**src/animation_time_mapper_defines.svh**
```systemverilog
// Assertion macros for the animation time mapper.
// Uses clk_i and rst_ni of the including module; no other dependencies.
`ifndef ANIMATION_TIME_MAPPER_DEFINES_SVH
`define ANIMATION_TIME_MAPPER_DEFINES_SVH

`ifndef NO_ASSERTIONS
// ante |-> cons, checked out of reset
`define ATM_ASSERT_IMP(label, ante, cons, msg) \
  label: assert property (@(posedge clk_i) disable iff (!rst_ni) (ante) |-> (cons)) \
    else $error(msg);
// ante |=> cons, checked out of reset
`define ATM_ASSERT_NXT(label, ante, cons, msg) \
  label: assert property (@(posedge clk_i) disable iff (!rst_ni) (ante) |=> (cons)) \
    else $error(msg);
`else
`define ATM_ASSERT_IMP(label, ante, cons, msg)
`define ATM_ASSERT_NXT(label, ante, cons, msg)
`endif

`endif

```
**src/atm_pkg.sv**
```systemverilog
// Shared types and constants of the animation time mapper.
// No dependencies; imported by every module of the block.
package atm_pkg;

  localparam int RATE_BITS = 32;
  localparam int RATE_FRAC = 16;
  localparam int CFG_IDX_BITS = 3;

  localparam logic [RATE_BITS-1:0] RATE_ONE = RATE_BITS'(1) << RATE_FRAC;

  typedef enum logic [1:0] {
    MODE_NONE  = 2'd0,
    MODE_CLAMP = 2'd1,
    MODE_WRAP  = 2'd2,
    MODE_CYCLE = 2'd3
  } repeat_mode_e;

  typedef enum logic [CFG_IDX_BITS-1:0] {
    CFG_REPEAT_MODE  = 3'd0,
    CFG_MIN_TIME     = 3'd1,
    CFG_MAX_TIME     = 3'd2,
    CFG_PHASE_OFFSET = 3'd3,
    CFG_RATE_SCALE   = 3'd4,
    CFG_RUN_ENABLE   = 3'd5
  } cfg_index_e;

  // status of an iterative arithmetic unit
  typedef struct packed {
    logic busy;
    logic done;
  } unit_stat_t;

endpackage

```
**src/animation_time_mapper.sv**
```systemverilog
// Top level of the animation time mapper: config registers, sequencer, output register.
// Depends on atm_pkg, atm_mul, atm_div and animation_time_mapper_defines.svh.
//
// Usage: one system_time_i sample per frame enters on the input channel
// (in_valid_i, accepted when in_stall_o is low). Each sample yields exactly one
// result transaction on the output channel (out_valid_o, taken when out_stall_i
// is low). Registers are written over the cfg channel (cfg_ready_o is always
// high); write them only while the block is idle, which the block does not enforce.
// The block takes one sample at a time. The two bit-serial products
// (interval * rate and local time * rate) run for every enabled sample; modes
// none and clamp need nothing more, nor do wrap and cycle over an empty window.
// Otherwise wrap and cycle add the bit-serial divider, one quotient bit per
// cycle over TIME_BITS+18 numerator bits.
// A sample taken while disabled skips the arithmetic and goes straight to its result.
// Reset: registers take their defaults (rate 1.0, enabled, mode none) and
// playback is not started; the next enabled sample latches the start time.
// Stall: a finished result waits in the output register; the core takes the
// next sample meanwhile and holds its own result until the register frees.
`include "animation_time_mapper_defines.svh"

module animation_time_mapper
  import atm_pkg::*;
#(
  parameter int TIME_BITS = 48
) (
  input  logic                        clk_i,
  input  logic                        rst_ni,
  // input channel
  input  logic                        in_valid_i,
  output logic                        in_stall_o,
  input  logic [TIME_BITS-1:0]        system_time_i,
  // output channel
  output logic                        out_valid_o,
  input  logic                        out_stall_i,
  output logic [TIME_BITS-1:0]        anim_time_o,
  output logic [TIME_BITS-2:0]        frame_interval_o,
  output logic [TIME_BITS-1:0]        anim_interval_o,
  output logic [TIME_BITS-2:0]        elapsed_total_o,
  output logic                        first_frame_o,
  output logic                        active_o,
  // configuration write channel
  input  logic                        cfg_valid_i,
  output logic                        cfg_ready_o,
  input  logic [CFG_IDX_BITS-1:0]     cfg_index_i,
  input  logic [((TIME_BITS > RATE_BITS) ? TIME_BITS : RATE_BITS)-1:0] cfg_data_i
);

  localparam int TB  = TIME_BITS;
  localparam int PW  = TB + RATE_BITS;   // full product
  localparam int TW  = PW - RATE_FRAC;   // product after dropping rate fraction
  localparam int TTW = TW + 1;           // scaled time plus phase
  localparam int NW  = TW + 2;           // offset from min, divider numerator

  typedef enum logic [11:0] {
    S_IDLE   = 12'b0000_0000_0001,
    S_DIFF   = 12'b0000_0000_0010,
    S_ABS    = 12'b0000_0000_0100,
    S_SUM    = 12'b0000_0000_1000,
    S_MUL_IV = 12'b0000_0001_0000,
    S_MUL_T  = 12'b0000_0010_0000,
    S_MAP    = 12'b0000_0100_0000,
    S_NABS   = 12'b0000_1000_0000,
    S_DIV    = 12'b0001_0000_0000,
    S_FIX    = 12'b0010_0000_0000,
    S_FIN    = 12'b0100_0000_0000,
    S_DONE   = 12'b1000_0000_0000
  } state_e;

  // configuration
  repeat_mode_e         mode_q;
  logic [TB-1:0]        min_q, max_q, phase_q;
  logic [RATE_BITS-1:0] rate_q;
  logic                 run_q;

  // playback state
  state_e        state_q, state_d;
  logic          started_q, started_d;
  logic [TB-1:0] stamp_q, stamp_d;
  logic [TB-1:0] prev_q, prev_d;
  logic [TB-2:0] sum_q, sum_d;

  // per-sample working registers
  logic [TB-1:0]  local_q, local_d;
  logic [TB:0]    d_q, d_d;
  logic [TB-2:0]  ival_q, ival_d;
  logic [TB-1:0]  aival_q, aival_d;
  logic [TTW-1:0] t_q, t_d;
  logic [TB-1:0]  range_q, range_d;
  logic [NW-1:0]  n_q, n_d;
  logic           nneg_q, nneg_d;
  logic [TB-1:0]  r_q, r_d;
  logic           odd_q, odd_d;
  logic [TB-1:0]  anim_q, anim_d;
  logic           first_q, first_d;
  logic           active_q, active_d;

  // output register
  logic          out_valid_q, out_valid_d;
  logic [TB-1:0] o_anim_q, o_aival_q;
  logic [TB-2:0] o_ival_q, o_sum_q;
  logic          o_first_q, o_active_q;

  logic in_accept;
  logic out_load;

  // arithmetic units
  logic [TB-1:0] mul_a;
  logic          mul_start;
  logic [PW-1:0] prod;
  unit_stat_t    mul_stat;
  logic          div_start;
  logic [NW-1:0] nmag;
  logic [TB-1:0] div_rem;
  logic          div_q_lsb;
  unit_stat_t    div_stat;

  // datapath terms
  logic [TB-1:0]  start_sel;
  logic [TB:0]    loc_diff;
  logic [TB-1:0]  loc_sat;
  logic [TB:0]    abs_d;
  logic [TB-2:0]  ival_sat;
  logic [TB-1:0]  sum_ext;
  logic [TB-2:0]  sum_sat;
  logic [TW-1:0]  tw;
  logic [TB-1:0]  tw_sat;
  logic [TTW-1:0] t_sum;
  logic [TB-1:0]  t_sat;
  logic [TTW-1:0] min_t, max_t;
  logic [TB:0]    range_full;
  logic           range_empty;
  logic [NW-1:0]  n_sub;
  logic           rem_nz;

  assign cfg_ready_o = 1'b1;

  // ---------------------------------------------------------------------------
  // configuration registers
  // ---------------------------------------------------------------------------
  always_ff @(posedge clk_i or negedge rst_ni) begin
    if (!rst_ni) begin
      mode_q  <= MODE_NONE;
      min_q   <= '0;
      max_q   <= '0;
      phase_q <= '0;
      rate_q  <= RATE_ONE;
      run_q   <= 1'b1;
    end else if (cfg_valid_i && cfg_ready_o) begin
      unique case (cfg_index_e'(cfg_index_i))
        CFG_REPEAT_MODE:  mode_q  <= repeat_mode_e'(cfg_data_i[1:0]);
        CFG_MIN_TIME:     min_q   <= cfg_data_i[TB-1:0];
        CFG_MAX_TIME:     max_q   <= cfg_data_i[TB-1:0];
        CFG_PHASE_OFFSET: phase_q <= cfg_data_i[TB-1:0];
        CFG_RATE_SCALE:   rate_q  <= cfg_data_i[RATE_BITS-1:0];
        CFG_RUN_ENABLE:   run_q   <= cfg_data_i[0];
        default: ;  // drop writes beyond the register list
      endcase
    end
  end

  // ---------------------------------------------------------------------------
  // datapath terms, one add or compare per stage
  // ---------------------------------------------------------------------------
  assign in_stall_o = (state_q != S_IDLE);
  assign in_accept  = in_valid_i && !in_stall_o;

  // local time: sample minus start, saturated to the signed range
  assign start_sel = started_q ? stamp_q : system_time_i;
  assign loc_diff  = {system_time_i[TB-1], system_time_i} - {start_sel[TB-1], start_sel};
  assign loc_sat   = (loc_diff[TB] != loc_diff[TB-1]) ?
                     {loc_diff[TB], {(TB-1){~loc_diff[TB]}}} : loc_diff[TB-1:0];

  // absolute interval, saturated to the positive range
  assign abs_d    = d_q[TB] ? ((TB+1)'(0) - d_q) : d_q;
  assign ival_sat = (|abs_d[TB:TB-1]) ? '1 : abs_d[TB-2:0];

  // running sum, saturating
  assign sum_ext = {1'b0, sum_q} + {1'b0, ival_q};
  assign sum_sat = sum_ext[TB-1] ? '1 : sum_ext[TB-2:0];

  // drop the rate fraction (floor) and saturate
  assign tw     = prod[PW-1:RATE_FRAC];
  assign tw_sat = ((&tw[TW-1:TB-1]) || !(|tw[TW-1:TB-1])) ? tw[TB-1:0] :
                  {tw[TW-1], {(TB-1){~tw[TW-1]}}};

  assign t_sum = {tw[TW-1], tw} + {{(TTW-TB){phase_q[TB-1]}}, phase_q};
  assign t_sat = ((&t_q[TTW-1:TB-1]) || !(|t_q[TTW-1:TB-1])) ? t_q[TB-1:0] :
                 {t_q[TTW-1], {(TB-1){~t_q[TTW-1]}}};

  assign min_t = {{(TTW-TB){min_q[TB-1]}}, min_q};
  assign max_t = {{(TTW-TB){max_q[TB-1]}}, max_q};

  assign range_full  = {max_q[TB-1], max_q} - {min_q[TB-1], min_q};
  assign range_empty = range_full[TB] || (range_full == '0);
  assign n_sub       = {{(NW-TTW){t_q[TTW-1]}}, t_q} - {{(NW-TB){min_q[TB-1]}}, min_q};
  assign nmag        = n_q[NW-1] ? (NW'(0) - n_q) : n_q;

  // below min: step the quotient down and mirror the remainder
  assign rem_nz = |div_rem;

  assign mul_a     = (state_q == S_SUM) ? {1'b0, ival_q} : local_q;
  assign mul_start = (state_q == S_SUM) || ((state_q == S_MUL_IV) && mul_stat.done);
  assign div_start = (state_q == S_NABS);

  assign out_load = (state_q == S_DONE) && (!out_valid_q || !out_stall_i);

  // ---------------------------------------------------------------------------
  // sequencer
  // ---------------------------------------------------------------------------
  always_comb begin
    state_d   = state_q;
    started_d = started_q;
    stamp_d   = stamp_q;
    prev_d    = prev_q;
    sum_d     = sum_q;
    local_d   = local_q;
    d_d       = d_q;
    ival_d    = ival_q;
    aival_d   = aival_q;
    t_d       = t_q;
    range_d   = range_q;
    n_d       = n_q;
    nneg_d    = nneg_q;
    r_d       = r_q;
    odd_d     = odd_q;
    anim_d    = anim_q;
    first_d   = first_q;
    active_d  = active_q;

    unique case (state_q)
      S_IDLE: begin
        if (in_accept) begin
          if (!run_q) begin
            // disabled: forget the start, report an all-zero result
            started_d = 1'b0;
            ival_d    = '0;
            aival_d   = '0;
            anim_d    = '0;
            first_d   = 1'b0;
            active_d  = 1'b0;
            state_d   = S_DONE;
          end else begin
            if (!started_q) begin
              started_d = 1'b1;
              stamp_d   = system_time_i;
              prev_d    = '0;
              sum_d     = '0;
            end
            first_d  = !started_q;
            active_d = 1'b1;
            local_d  = loc_sat;
            state_d  = S_DIFF;
          end
        end
      end
      S_DIFF: begin
        d_d     = {local_q[TB-1], local_q} - {prev_q[TB-1], prev_q};
        prev_d  = local_q;
        state_d = S_ABS;
      end
      S_ABS: begin
        ival_d  = ival_sat;
        state_d = S_SUM;
      end
      S_SUM: begin
        sum_d   = sum_sat;
        state_d = S_MUL_IV;
      end
      S_MUL_IV: begin
        if (mul_stat.done) begin
          aival_d = tw_sat;
          state_d = S_MUL_T;
        end
      end
      S_MUL_T: begin
        if (mul_stat.done) begin
          t_d     = t_sum;
          state_d = S_MAP;
        end
      end
      S_MAP: begin
        state_d = S_DONE;
        case (mode_q) inside
          MODE_NONE: anim_d = t_sat;
          MODE_CLAMP: begin
            if ($signed(t_q) < $signed(min_t)) begin
              anim_d = min_q;
            end else if ($signed(max_t) < $signed(t_q)) begin
              anim_d = max_q;
            end else begin
              anim_d = t_q[TB-1:0];
            end
          end
          MODE_WRAP, MODE_CYCLE: begin
            if (range_empty) begin
              anim_d = min_q;
            end else begin
              range_d = range_full[TB-1:0];
              n_d     = n_sub;
              state_d = S_NABS;
            end
          end
          default: anim_d = t_sat;
        endcase
      end
      S_NABS: begin
        nneg_d  = n_q[NW-1];
        state_d = S_DIV;
      end
      S_DIV: begin
        if (div_stat.done) begin
          state_d = S_FIX;
        end
      end
      S_FIX: begin
        r_d     = (nneg_q && rem_nz) ? (range_q - div_rem) : div_rem;
        odd_d   = div_q_lsb ^ (nneg_q && rem_nz);
        state_d = S_FIN;
      end
      S_FIN: begin
        anim_d  = ((mode_q == MODE_CYCLE) && odd_q) ? (max_q - r_q) : (min_q + r_q);
        state_d = S_DONE;
      end
      S_DONE: begin
        if (out_load) begin
          state_d = S_IDLE;
        end
      end
      default: state_d = S_IDLE;
    endcase
  end

  always_ff @(posedge clk_i or negedge rst_ni) begin
    if (!rst_ni) begin
      state_q   <= S_IDLE;
      started_q <= 1'b0;
      stamp_q   <= '0;
      prev_q    <= '0;
      sum_q     <= '0;
    end else begin
      state_q   <= state_d;
      started_q <= started_d;
      stamp_q   <= stamp_d;
      prev_q    <= prev_d;
      sum_q     <= sum_d;
    end
  end

  always_ff @(posedge clk_i) begin
    local_q  <= local_d;
    d_q      <= d_d;
    ival_q   <= ival_d;
    aival_q  <= aival_d;
    t_q      <= t_d;
    range_q  <= range_d;
    n_q      <= n_d;
    nneg_q   <= nneg_d;
    r_q      <= r_d;
    odd_q    <= odd_d;
    anim_q   <= anim_d;
    first_q  <= first_d;
    active_q <= active_d;
  end

  // ---------------------------------------------------------------------------
  // output register: hold the result until the receiver takes it
  // ---------------------------------------------------------------------------
  assign out_valid_d = out_load || (out_valid_q && out_stall_i);

  always_ff @(posedge clk_i or negedge rst_ni) begin
    if (!rst_ni) begin
      out_valid_q <= 1'b0;
    end else begin
      out_valid_q <= out_valid_d;
    end
  end

  always_ff @(posedge clk_i) begin
    if (out_load) begin
      o_anim_q   <= anim_q;
      o_ival_q   <= ival_q;
      o_aival_q  <= aival_q;
      o_sum_q    <= active_q ? sum_q : '0;
      o_first_q  <= first_q;
      o_active_q <= active_q;
    end
  end

  assign out_valid_o      = out_valid_q;
  assign anim_time_o      = o_anim_q;
  assign frame_interval_o = o_ival_q;
  assign anim_interval_o  = o_aival_q;
  assign elapsed_total_o  = o_sum_q;
  assign first_frame_o    = o_first_q;
  assign active_o         = o_active_q;

  // ---------------------------------------------------------------------------
  // arithmetic units: the shared multiplier and the divider
  // ---------------------------------------------------------------------------
  atm_mul #(
    .A_BITS (TB),
    .B_BITS (RATE_BITS)
  ) u_mul (
    .clk_i   (clk_i),
    .rst_ni  (rst_ni),
    .start_i (mul_start),
    .a_i     (mul_a),
    .b_i     (rate_q),
    .prod_o  (prod),
    .stat_o  (mul_stat)
  );

  atm_div #(
    .N_BITS (NW),
    .D_BITS (TB)
  ) u_div (
    .clk_i   (clk_i),
    .rst_ni  (rst_ni),
    .start_i (div_start),
    .num_i   (nmag),
    .den_i   (range_q),
    .rem_o   (div_rem),
    .q_lsb_o (div_q_lsb),
    .stat_o  (div_stat)
  );

  // ---------------------------------------------------------------------------
  // assertions
  // ---------------------------------------------------------------------------
  `ATM_ASSERT_NXT(a_stall_after_accept, in_accept, in_stall_o, "sample accepted while busy")
  `ATM_ASSERT_IMP(a_mul_owner, mul_stat.busy, ((state_q == S_MUL_IV) || (state_q == S_MUL_T)), "multiplier runs outside its states")
  `ATM_ASSERT_IMP(a_div_owner, div_stat.busy, (state_q == S_DIV), "divider runs outside its state")
  `ATM_ASSERT_IMP(a_inactive_zero, (out_valid_o && !active_o), ((anim_time_o == '0) && (frame_interval_o == '0) && (anim_interval_o == '0) && (elapsed_total_o == '0) && !first_frame_o), "inactive result not zero")
  `ATM_ASSERT_IMP(a_first_no_interval, (out_valid_o && first_frame_o), ((frame_interval_o == '0) && active_o), "first frame with nonzero interval")

endmodule

```
**src/atm_mul.sv**
```systemverilog
// Bit-serial signed multiplier: one multiplier bit per cycle, shift-add.
// Depends on atm_pkg for the unit status type.
module atm_mul
  import atm_pkg::*;
#(
  parameter int A_BITS = 48,
  parameter int B_BITS = 32
) (
  input  logic                     clk_i,
  input  logic                     rst_ni,
  input  logic                     start_i,
  input  logic [A_BITS-1:0]        a_i,
  input  logic [B_BITS-1:0]        b_i,
  output logic [A_BITS+B_BITS-1:0] prod_o,
  output unit_stat_t               stat_o
);

  localparam int CNT_W = $clog2(B_BITS);

  logic [A_BITS:0]   hi_q, hi_d;
  logic [B_BITS-1:0] lo_q, lo_d;
  logic [A_BITS-1:0] a_q, a_d;
  logic [CNT_W-1:0]  cnt_q, cnt_d;
  logic              busy_q, busy_d;
  logic              done_q, done_d;

  logic              last;
  logic [A_BITS+1:0] a_ext;
  logic [A_BITS+1:0] addend;
  logic [A_BITS+1:0] sum;

  assign last  = (cnt_q == CNT_W'(B_BITS - 1));
  assign a_ext = {a_q[A_BITS-1], a_q[A_BITS-1], a_q};

  always_comb begin
    // the sign bit of the multiplier weighs negative
    if (!lo_q[0]) begin
      addend = '0;
    end else if (last) begin
      addend = (A_BITS+2)'(0) - a_ext;
    end else begin
      addend = a_ext;
    end
    sum = {hi_q[A_BITS], hi_q} + addend;
  end

  always_comb begin
    hi_d   = hi_q;
    lo_d   = lo_q;
    a_d    = a_q;
    cnt_d  = cnt_q;
    busy_d = busy_q;
    done_d = 1'b0;
    if (start_i) begin
      hi_d   = '0;
      lo_d   = b_i;
      a_d    = a_i;
      cnt_d  = '0;
      busy_d = 1'b1;
    end else if (busy_q) begin
      hi_d  = sum[A_BITS+1:1];
      lo_d  = {sum[0], lo_q[B_BITS-1:1]};
      cnt_d = cnt_q + CNT_W'(1);
      if (last) begin
        busy_d = 1'b0;
        done_d = 1'b1;
      end
    end
  end

  always_ff @(posedge clk_i or negedge rst_ni) begin
    if (!rst_ni) begin
      cnt_q  <= '0;
      busy_q <= 1'b0;
      done_q <= 1'b0;
    end else begin
      cnt_q  <= cnt_d;
      busy_q <= busy_d;
      done_q <= done_d;
    end
  end

  always_ff @(posedge clk_i) begin
    hi_q <= hi_d;
    lo_q <= lo_d;
    a_q  <= a_d;
  end

  assign prod_o      = {hi_q[A_BITS-1:0], lo_q};
  assign stat_o.busy = busy_q;
  assign stat_o.done = done_q;

endmodule

```
**src/atm_div.sv**
```systemverilog
// Bit-serial restoring divider: one quotient bit per cycle.
// Gives the remainder and the parity of the quotient; depends on atm_pkg.
module atm_div
  import atm_pkg::*;
#(
  parameter int N_BITS = 66,
  parameter int D_BITS = 48
) (
  input  logic              clk_i,
  input  logic              rst_ni,
  input  logic              start_i,
  input  logic [N_BITS-1:0] num_i,
  input  logic [D_BITS-1:0] den_i,
  output logic [D_BITS-1:0] rem_o,
  output logic              q_lsb_o,
  output unit_stat_t        stat_o
);

  localparam int CNT_W = $clog2(N_BITS);

  logic [N_BITS-1:0] num_q, num_d;
  logic [D_BITS-1:0] rem_q, rem_d;
  logic [D_BITS-1:0] den_q, den_d;
  logic              q_q, q_d;
  logic [CNT_W-1:0]  cnt_q, cnt_d;
  logic              busy_q, busy_d;
  logic              done_q, done_d;

  logic              last;
  logic [D_BITS:0]   shifted;
  logic [D_BITS+1:0] trial;
  logic              ge;

  assign last    = (cnt_q == CNT_W'(N_BITS - 1));
  assign shifted = {rem_q, num_q[N_BITS-1]};
  assign trial   = {1'b0, shifted} - {2'b00, den_q};
  assign ge      = ~trial[D_BITS+1];

  always_comb begin
    num_d  = num_q;
    rem_d  = rem_q;
    den_d  = den_q;
    q_d    = q_q;
    cnt_d  = cnt_q;
    busy_d = busy_q;
    done_d = 1'b0;
    if (start_i) begin
      num_d  = num_i;
      rem_d  = '0;
      den_d  = den_i;
      cnt_d  = '0;
      busy_d = 1'b1;
    end else if (busy_q) begin
      // keep the partial remainder below the divisor
      rem_d = ge ? trial[D_BITS-1:0] : shifted[D_BITS-1:0];
      num_d = {num_q[N_BITS-2:0], 1'b0};
      q_d   = ge;
      cnt_d = cnt_q + CNT_W'(1);
      if (last) begin
        busy_d = 1'b0;
        done_d = 1'b1;
      end
    end
  end

  always_ff @(posedge clk_i or negedge rst_ni) begin
    if (!rst_ni) begin
      cnt_q  <= '0;
      busy_q <= 1'b0;
      done_q <= 1'b0;
    end else begin
      cnt_q  <= cnt_d;
      busy_q <= busy_d;
      done_q <= done_d;
    end
  end

  always_ff @(posedge clk_i) begin
    num_q <= num_d;
    rem_q <= rem_d;
    den_q <= den_d;
    q_q   <= q_d;
  end

  assign rem_o       = rem_q;
  assign q_lsb_o     = q_q;
  assign stat_o.busy = busy_q;
  assign stat_o.done = done_q;

endmodule

```
**config.mk**
```make
export PLATFORM = sky130hd
export DESIGN_NAME = animation_time_mapper
export DESIGN_NICKNAME = d
export VERILOG_FILES = /design/src/atm_pkg.sv /design/src/animation_time_mapper.sv /design/src/atm_mul.sv /design/src/atm_div.sv
export VERILOG_INCLUDE_DIRS = /design/src /design/src/src
export SDC_FILE = /design/constraint.sdc
export NUM_CORES = 2
export LEC_CHECK = 0
export BUFFER_PORTS_ARGS = -buffer_cell sky130_fd_sc_hd__buf_2
export CORE_MARGIN = 8
export CORE_UTILIZATION = 60
export DETAILED_ROUTE_END_ITERATION = 12
export GPL_ROUTABILITY_DRIVEN = 0
export HOLD_SLACK_MARGIN = 0.06
export PLACE_DENSITY = 0.78
export SLEW_MARGIN = 40
export SYNTH_ARGS = -nofsm -noshare
export SYNTH_HDL_FRONTEND = slang
export SYNTH_HIERARCHICAL = 1
export SYNTH_SLANG_ARGS = --single-unit
```
**constraint.sdc**
```tcl
create_clock -name clk_i -period 17.8 [get_ports clk_i]
set_input_delay 0.89 -clock clk_i [delete_from_list [all_inputs] [get_ports clk_i]]
set_output_delay 0.89 -clock clk_i [all_outputs]
set_load 0.1 [all_outputs]
```
==> metrics <==
Critical Path End Type=flop; relative slew slack=0.388; status=finished, violations left; NetSw=around 5.4 mW; Req. time, crit path=18270 ps; GR Util All Layers=0.328; Via density=6.51; # DRC=2; Post-Syn Area per Cell=between 9 and 10 µm²; Worst Setup Start Kind=flop; Comb power frac=0.424; most frequent cells in the layout=nand2_1 (931), edfxtp_1 (858), a21oi_1 (706); critical path class=flop to flop; Arrival @ worst endpoint=7890 ps; sw frac=0.407; Die Wd=393 µm; clock share of power=0.238; fin crit period=between 7000 and 8000 ps; Ys Warns=6; Antenna Violating Nets Remaining=0; pin count of the biggest net entering global routing=around 140; Num Clock Sinks=roughly 1300; HPWL after DPL=194 mm; Overflow after GRT=0; Fin Clk Skew=~56 ps; final hold violation count=0; max-cap violation count=0; Worst-Margin Slew=about 920 ps; final setup vio count=0; cts bufs inserted=145; PD cells=between 100 and 150 nW/µm²; CP peak stage delay=between 600 and 700 ps; initial core utilization=0.603; critical path cell sequence=ha_1, fa_1, nor2b_1, o2111ai_1, a31o_2, a21o_1, a2111oi_0, or4bb_1, a2111oi_0, or4b_1, or4b_2, or4_1, nor4b_1, a21oi_4, buf_4, buf_6; Vias=71200; CP Buf/Inv Count=2; slowest CP cell=or4b_2; internal power=roughly 7.8 mW; first-pass GRT wire length=just under 400 mm; Cells after Synth=between 8000 and 9000; critical path's top delay family=simple AND/OR/NAND/NOR gates; commonest non-fill, non-tap cell in the layout=nand2_1; WHS=around 320 ps; vias in the first global route=68200; Clock Path Buffers=3; routed wire length=roughly 260 mm; CP most frequent cell=a2111oi_0; setup bufs post-CTS=0; die extent in y=about 390 µm; core area=~140000 µm²; PortBufs=slightly below 300; Flop pwr share=0.338; final worst-path cycle share=0.417; Post-DP Area=around 90000 µm²; Worst Slack Setup Final=roughly 10000 ps; Final #Nets=between 9000 and 10000; critical-path maximum fanout=67; Worst-path clk slew=60 ps; I/O pin cnt=about 300; RSZ-0062 raised after global routing=no; synthesis-to-layout area growth=9.36%; Design Power=13.2 mW; leak pwr=around 38 nW; Setup WS pre-CTS=between 10000 and 15000 ps; initial DRC count=about 8100; synthesized cell area=between 80000 and 90000 µm²; Max Transition Viols Final=0; post-synthesis net count=9560; failing checks=DRC; share of layout cells above drive strength 1=0.105; row count=138; 1st-pass router iterations=13; DR WL/cell=around 24 µm; Post-Layout Inst Area=approximately 93000 µm²; Max Freq=between 100 and 150 MHz; CTS tree=built; H-tree Lvls=4; CTS Root Cell=clkbuf_16; Worst Hold Class=primary input to flop; antenna violations before repair=35; worst vdd ir=~150 µV; worst skew pair latency=roughly 820 ps; die area=154000 µm²; setup TNS=0 ps
[final timing paths]
| kind | startpoint | end | slack, ps | depth (start not counted) |
|---|---|---|---|---|
| min in group asynchronous | rst_ni | rate_q[10]$_DFFE_PN0P_ | 540 | 2 |
| max in group asynchronous | rst_ni | u_div/busy_q$_DFF_PN0_ | 14490 | 6 |
| max reg2reg | min_q[0]$_DFFE_PN0P_ | n_q[63]$_DFFE_PP_ | 10380 | 16 |
| min reg2reg | anim_q[47]$_DFFE_PP_ | anim_time_o[47]$_DFFE_PP_ | 420 | 0 |
| max | min_q[0]$_DFFE_PN0P_ | n_q[63]$_DFFE_PP_ | 10380 | 16 |
| min | cfg_data_i[47] | min_q[47]$_DFFE_PN0P_ | 320 | 3 |
[area by class of cell]
type                       count  area (µm²)
fill                       10900       48100
multi-input combinational   6615       45300
sequential                  1307       36500
clock buffer                 187        3910
tap                         1890        2360
timing repair buffer         365        2130
inverter                     474        1780
clock inverter                82        1070
antenna                       14        35.0
[power by group through the flow]
stage / Sequential, mW / Clock, mW / Combinational (mW)
after global routing: 4.49 / 3.29 / 6.05
after floorplan: 4.62 / 0 / 3.90
after global placement: 4.48 / 0 / 5.27
after detailed placement: 4.49 / 0 / 5.42
final: 4.47 / 3.15 / 5.61
after CTS: 4.44 / 3.18 / 5.46
[sequential cells by signal, summed over array words and instances, names as in the netlist, 49 cells and up]
name	flops
d_q	49
t_q	65
u_mul/hi_q	49
n_q	66
u_div/num_q	66
[through the flow]
stage	std cells	utilization
6_report	10900	0.659
5_1_grt	10900	0.659
4_1_cts	10900	0.658
3_5_place_dp	10600	0.623
3_3_place_gp	10600	0.623
2_1_floorplan	8816	-
[metal layers]
metal  global-route usage  part of all wire
met5                    0           0.00052
met4                0.235             0.087
met3               0.0916              0.11
met2                0.508              0.44
met1                0.395              0.37
[what timing repair did]
action / CTS / global route
gates resized for setup: 0 / 0
endpoints found under the setup margin: 0 / 0
hold buffers: 0 / 1
hold endpoints to repair: 0 / 23
[worst min-delay path, stage by stage]
cell and delay [ps]:
buf_2 100, nand2_1 50, o21ai_0 60
Note: power is estimated with default switching activity, not from simulation.
